File: config.mk
export PLATFORM = sky130hd
export DESIGN_NAME = usmbf_ram
export DESIGN_NICKNAME = d
export VERILOG_FILES = /design/src/rtl/core/usmbf_ram.sv
export SDC_FILE = /design/constraint.sdc
export NUM_CORES = 2
export LEC_CHECK = 0
export BUFFER_PORTS_ARGS = -buffer_cell sky130_fd_sc_hd__clkbuf_2
export CAP_MARGIN = 20
export CORE_MARGIN = 2
export CORE_UTILIZATION = 45
export CTS_CLUSTER_DIAMETER = 50
export CTS_CLUSTER_SIZE = 40
export DETAILED_ROUTE_END_ITERATION = 12
export GPL_ROUTABILITY_DRIVEN = 0
export PLACE_DENSITY = 0.67
export SLEW_MARGIN = 20
export SYNTH_ARGS = -nofsm -noshare
export SYNTH_HDL_FRONTEND = slang
export SYNTH_SLANG_ARGS = --single-unit
File: constraint.sdc
create_clock -name clk -period 7.2 [get_ports clk]
set_input_delay 1.08 -clock clk [delete_from_list [all_inputs] [get_ports clk]]
set_output_delay 1.08 -clock clk [all_outputs]
set_load 0.02 [all_outputs]
File: src/rtl/core/usmbf_ram.sv
`default_nettype none

module usmbf_ram #(
	parameter int WIDTH = 8,
	parameter int DEPTH = 256
) (
	input  wire logic                     clk,
	input  wire logic                     we,
	input  wire logic [$clog2(DEPTH)-1:0] waddr,
	input  wire logic [WIDTH-1:0]         wdata,
	input  wire logic                     re,
	input  wire logic [$clog2(DEPTH)-1:0] raddr,
	output logic      [WIDTH-1:0]         rdata
);

	logic [WIDTH-1:0] mem_q [DEPTH];

	always_ff @(posedge clk) begin
		if (we) begin
			mem_q[waddr] <= wdata;
		end
		if (re) begin
			rdata <= mem_q[raddr];
		end
	end

endmodule

`default_nettype wire

Word-level counts from Yosys, hierarchy flattened
Memory sizes are Yosys's and may differ from the RTL's. A register that Yosys moved wholly into a read port is not among the register bits.
Cells that the tools add are included.
{ "totals": {"out_inout_bits": 8, "register_bits": 0, "ram_bits": 2048, "mem_count": 1, "in_bits": 27} }
{ "mem_list": {"columns": ["memory", "words", "width", "rd", "rd_ports_with_merged_regs", "write_ports", "line_no", "source"], "rows": [
  ["mem_q", 256, 8, 1, 1, 1, "16", "logic [WIDTH-1:0] mem_q [DEPTH];"]
]} }
{ "op_classes": {"muxes": 2} }
{ "ops": {"columns": ["cell", "count"], "rows": [
  ["2-to-1 mux 1 bit", 2]
]} }

Logic depth before layout (Yosys ltp)
{ "depth": {"word_depth": 2, "mapped_depth": 11, "mapped_depth_nobuf": 6} }

Worst setup path after synthesis
OpenSTA, ideal clock, no wires.
{ "synth_timing": {"path_kind": "in2reg", "start": "input raddr[0]", "end": "register rdata[2] (read register of mem_q), data pin", "setup_slack_ns": 4.044, "setup_time_ns": 0.269, "t_arrival_ns": 2.887, "required_time_ns": 6.931, "stages": 9, "path_cell_list": "buf_6 > buf_12 > buf_8 > buf_2 > mux4_2 > a22oi_1 > a21oi_1 > nor4_1 > nor4_2"} }
{ "synth_rtl": {"columns": ["item", "line_no", "source"], "rows": [
  ["from (decl)", "12", "input wire logic [$clog2(DEPTH)-1:0] raddr,"],
  ["to (decl)", "13", "output logic [WIDTH-1:0] rdata"]
]} }

==> metrics.txt <==
Synth top area share between 70 and 80%; deepest clock path buffer count 3; critical path class primary input to register; Multi-input gate area 16500 µm²; synthesis-stage register bit count 2056; Setup crit start kind primary input; Routed WL slightly below 200000 µm; post-synthesis area per instance ~21 µm²; prevailing post-synth register cell edfxtp_1; via density per instance 6.17; DR WL/cell 31.2 µm; Fin. Hold Viols 0; Layout fillers between 10000 and 15000; outcome complete, no violations; area grow syn2layout 10.3%; Syn Nets 3760; Die Area 180000 µm²; Clock transition at path regs 0.07 ns; YS warnings 0; nets 3801; DRT iter0 DRCs 5545; Required @ worst endpoint 7.73 ns; first-pass GRT wire length 280000 µm; Cells after Synth 3733; Slew Limit Fails 0; Routed Antenna Nets 0; Die Span X between 400 and 500 µm; Hold Path Sink mem_q[141][5]$_DFFE_PP_; hold path cells 1; final std cells w/o fill 6252; gr usage total 21.7%; initial antenna violation count 10; Worst R2R Path Depth 6; flop-to-flop setup slack slightly above 4 ns; vias in the first global route 38000; Num CTS Buffers 153; total congestion overflow 0; Worst Hold Launch wdata[5]; post-route minimum period around 4.3 ns; PostCTS Resize Cnt 0; CTS tree done; crit share post-route 59.9%; arrival time worst endpoint 4.84 ns; Starting Density 45.3%; ys async rst share 0%; largest net degree at the start of global routing 181; Area contributors post-synth edfxtp_1 (78%), mux4_2 (13%), mux2i_1 (1.7%); Lkg Pwr 0.0266 µW; Worst VDD drop 230 µV; DR DRC count 0; register area a little over 60000 µm²; Slew headroom 22.4%; FP Rows 154; most numerous cell in the Yosys netlist edfxtp_1; Yosys cell types 54; power per cell area around 270 nW/µm²; Setup TNS 0 ns; CTS Hold Bufs 0; post-CTS setup buffers 0; Buffers on Ports 34; crit path max fanout 57; Mapped Area 79600 µm²; DP HPWL 120000 µm; CTS root buf clkbuf_16; Max Cap Viol 0; Final setup viols 0; vias 38600; Crit. End Element register; worst hold path class primary input to register; layout cells sized above 1 between 20% and 30%; Post-synth top cells edfxtp_1 (2056), mux4_2 (454), nor2_1 (282); R2R Path Start mem_q[27][3]$_DFFE_PP_; H-tree Lvls 4; EDFF count, synth 2056; final clock skew 0.0427 ns; sequential share of the synthesized area 77.5%; leading area contributor after synthesis edfxtp_1; R2R Path End rdata[3]$_DFFE_PP_; placed insts between 5000 and 6000; # IOs 35; f_max 232 MHz; RSZ-0062 raised after global routing false; clock tree sinks just over 2000; core box area ~180000 µm²; clock latency at the later pin of the worst-skew pair 0.83 ns; Worst-Margin Slew about 1.2 ns; DR pass1 iterations 8; chip height 425 µm
==> cell type report <==
| type | instances | area share (%) |
|---|---|---|
| sequential | 2056 | 70.3 |
| multi-input combinational | 1442 | 18.8 |
| clock buffer | 159 | 4.41 |
| tap | 2340 | 3.33 |
| clock inverter | 127 | 1.85 |
| timing repair buffer | 119 | 1.27 |
| antenna | 7 | 0.0199 |
| inverter | 2 | 0.00855 |
==> per-stage QoR <==
stage	worst slack (ns)	hold WS (ns)	area, µm²	power [µW]	util (%)
3_3_place_gp	1.77	1.09	82200	14600	46.7
5_1_grt	2.85	0.716	87800	24200	49.9
4_1_cts	2.91	0.687	87800	23700	49.9
3_5_place_dp	2.02	1.08	82300	14700	46.8
2_1_floorplan	4.04	0.864	79600	14100	-
6_report	2.89	0.702	87800	23600	49.9
==> placed cells by master (no fill, tap or decap), types with 6 or more instances in the layout <==
master / instances
edfxtp_1: 2056
mux4_2: 454
nor2_1: 279
clkbuf_16: 154
mux2i_1: 134
a22oi_1: 133
a21oi_1: 96
buf_4: 71
o221ai_1: 46
nand2_1: 32
nand3_1: 32
o22ai_1: 28
nor2b_1: 28
nor3_1: 22
clkbuf_2: 22
inv_6: 20
inv_8: 20
nor4_1: 19
clkinv_4: 17
clkinv_8: 16
a211oi_1: 15
a221oi_1: 13
buf_12: 13
clkinv_1: 11
nand4_1: 10
o211ai_1: 10
o21ai_0: 10
bufinv_16: 9
clkinv_2: 9
inv_16: 9
nand2b_1: 8
a22o_1: 8
nor4_2: 8
diode_2: 7
clkinvlp_4: 7
and2_1: 6
clkbuf_8: 6
==> flip-flops by register name (all words and copies together) (netlist names) <==
signal,cells
mem_q,2048
rdata,8
==> worst max-delay path by stage <==
stage                   from                  to  slack, ns  cells after the start
floorplan           raddr[0]  rdata[2]$_DFFE_PP_       4.04                      9
global placement    raddr[0]  rdata[5]$_DFFE_PP_       1.77                      8
detailed placement  raddr[0]  rdata[6]$_DFFE_PP_       2.02                      8
CTS                 raddr[0]  rdata[6]$_DFFE_PP_       2.91                      8
global route        raddr[0]  rdata[6]$_DFFE_PP_       2.85                      8
finish              raddr[0]  rdata[6]$_DFFE_PP_       2.89                      8
==> worst max-delay path, stage by stage <==
cell      delay [ns]
buf_8           0.54
buf_4           0.70
mux4_2          0.66
o311ai_0        0.64
o22ai_1         0.33
nor4_1          0.53
buf_4           0.19
nor4_2          0.04
==> where the power goes <==
group / total, µW / switching (µW) / leakage (µW) / internal, µW
combinational: 1180 / 786 / 0.00546 / 389
clock: 9240 / 4680 / 0.00266 / 4560
sequential: 13200 / 22.2 / 0.0185 / 13200
==> per-layer routing <==
| metal | global-route usage, % | vias to the layer above | wire length [µm] |
|---|---|---|---|
| met2 | 33.7 | 1837 | 93000 |
| met1 | 30.7 | 20600 | 78700 |
| met4 | 7.17 | 6 | 6260 |
| met3 | 4.58 | 330 | 17200 |
| met5 | 0 | - | 50 |
| li1 | - | 15800 | - |
==> cells by family (layout without fill, tap and decap cells) <==
family          Yosys count  in the layout  synth area share (%)
mux                     591            591                  14.6
compound gates          385            385                  3.42
simple gates            466            466                  2.63
flops                  2056           2056                  77.5
buf+inv                 235            407                  1.83
other cells               0              7                     0
No activity file was read; power rests on OpenSTA's default activity.
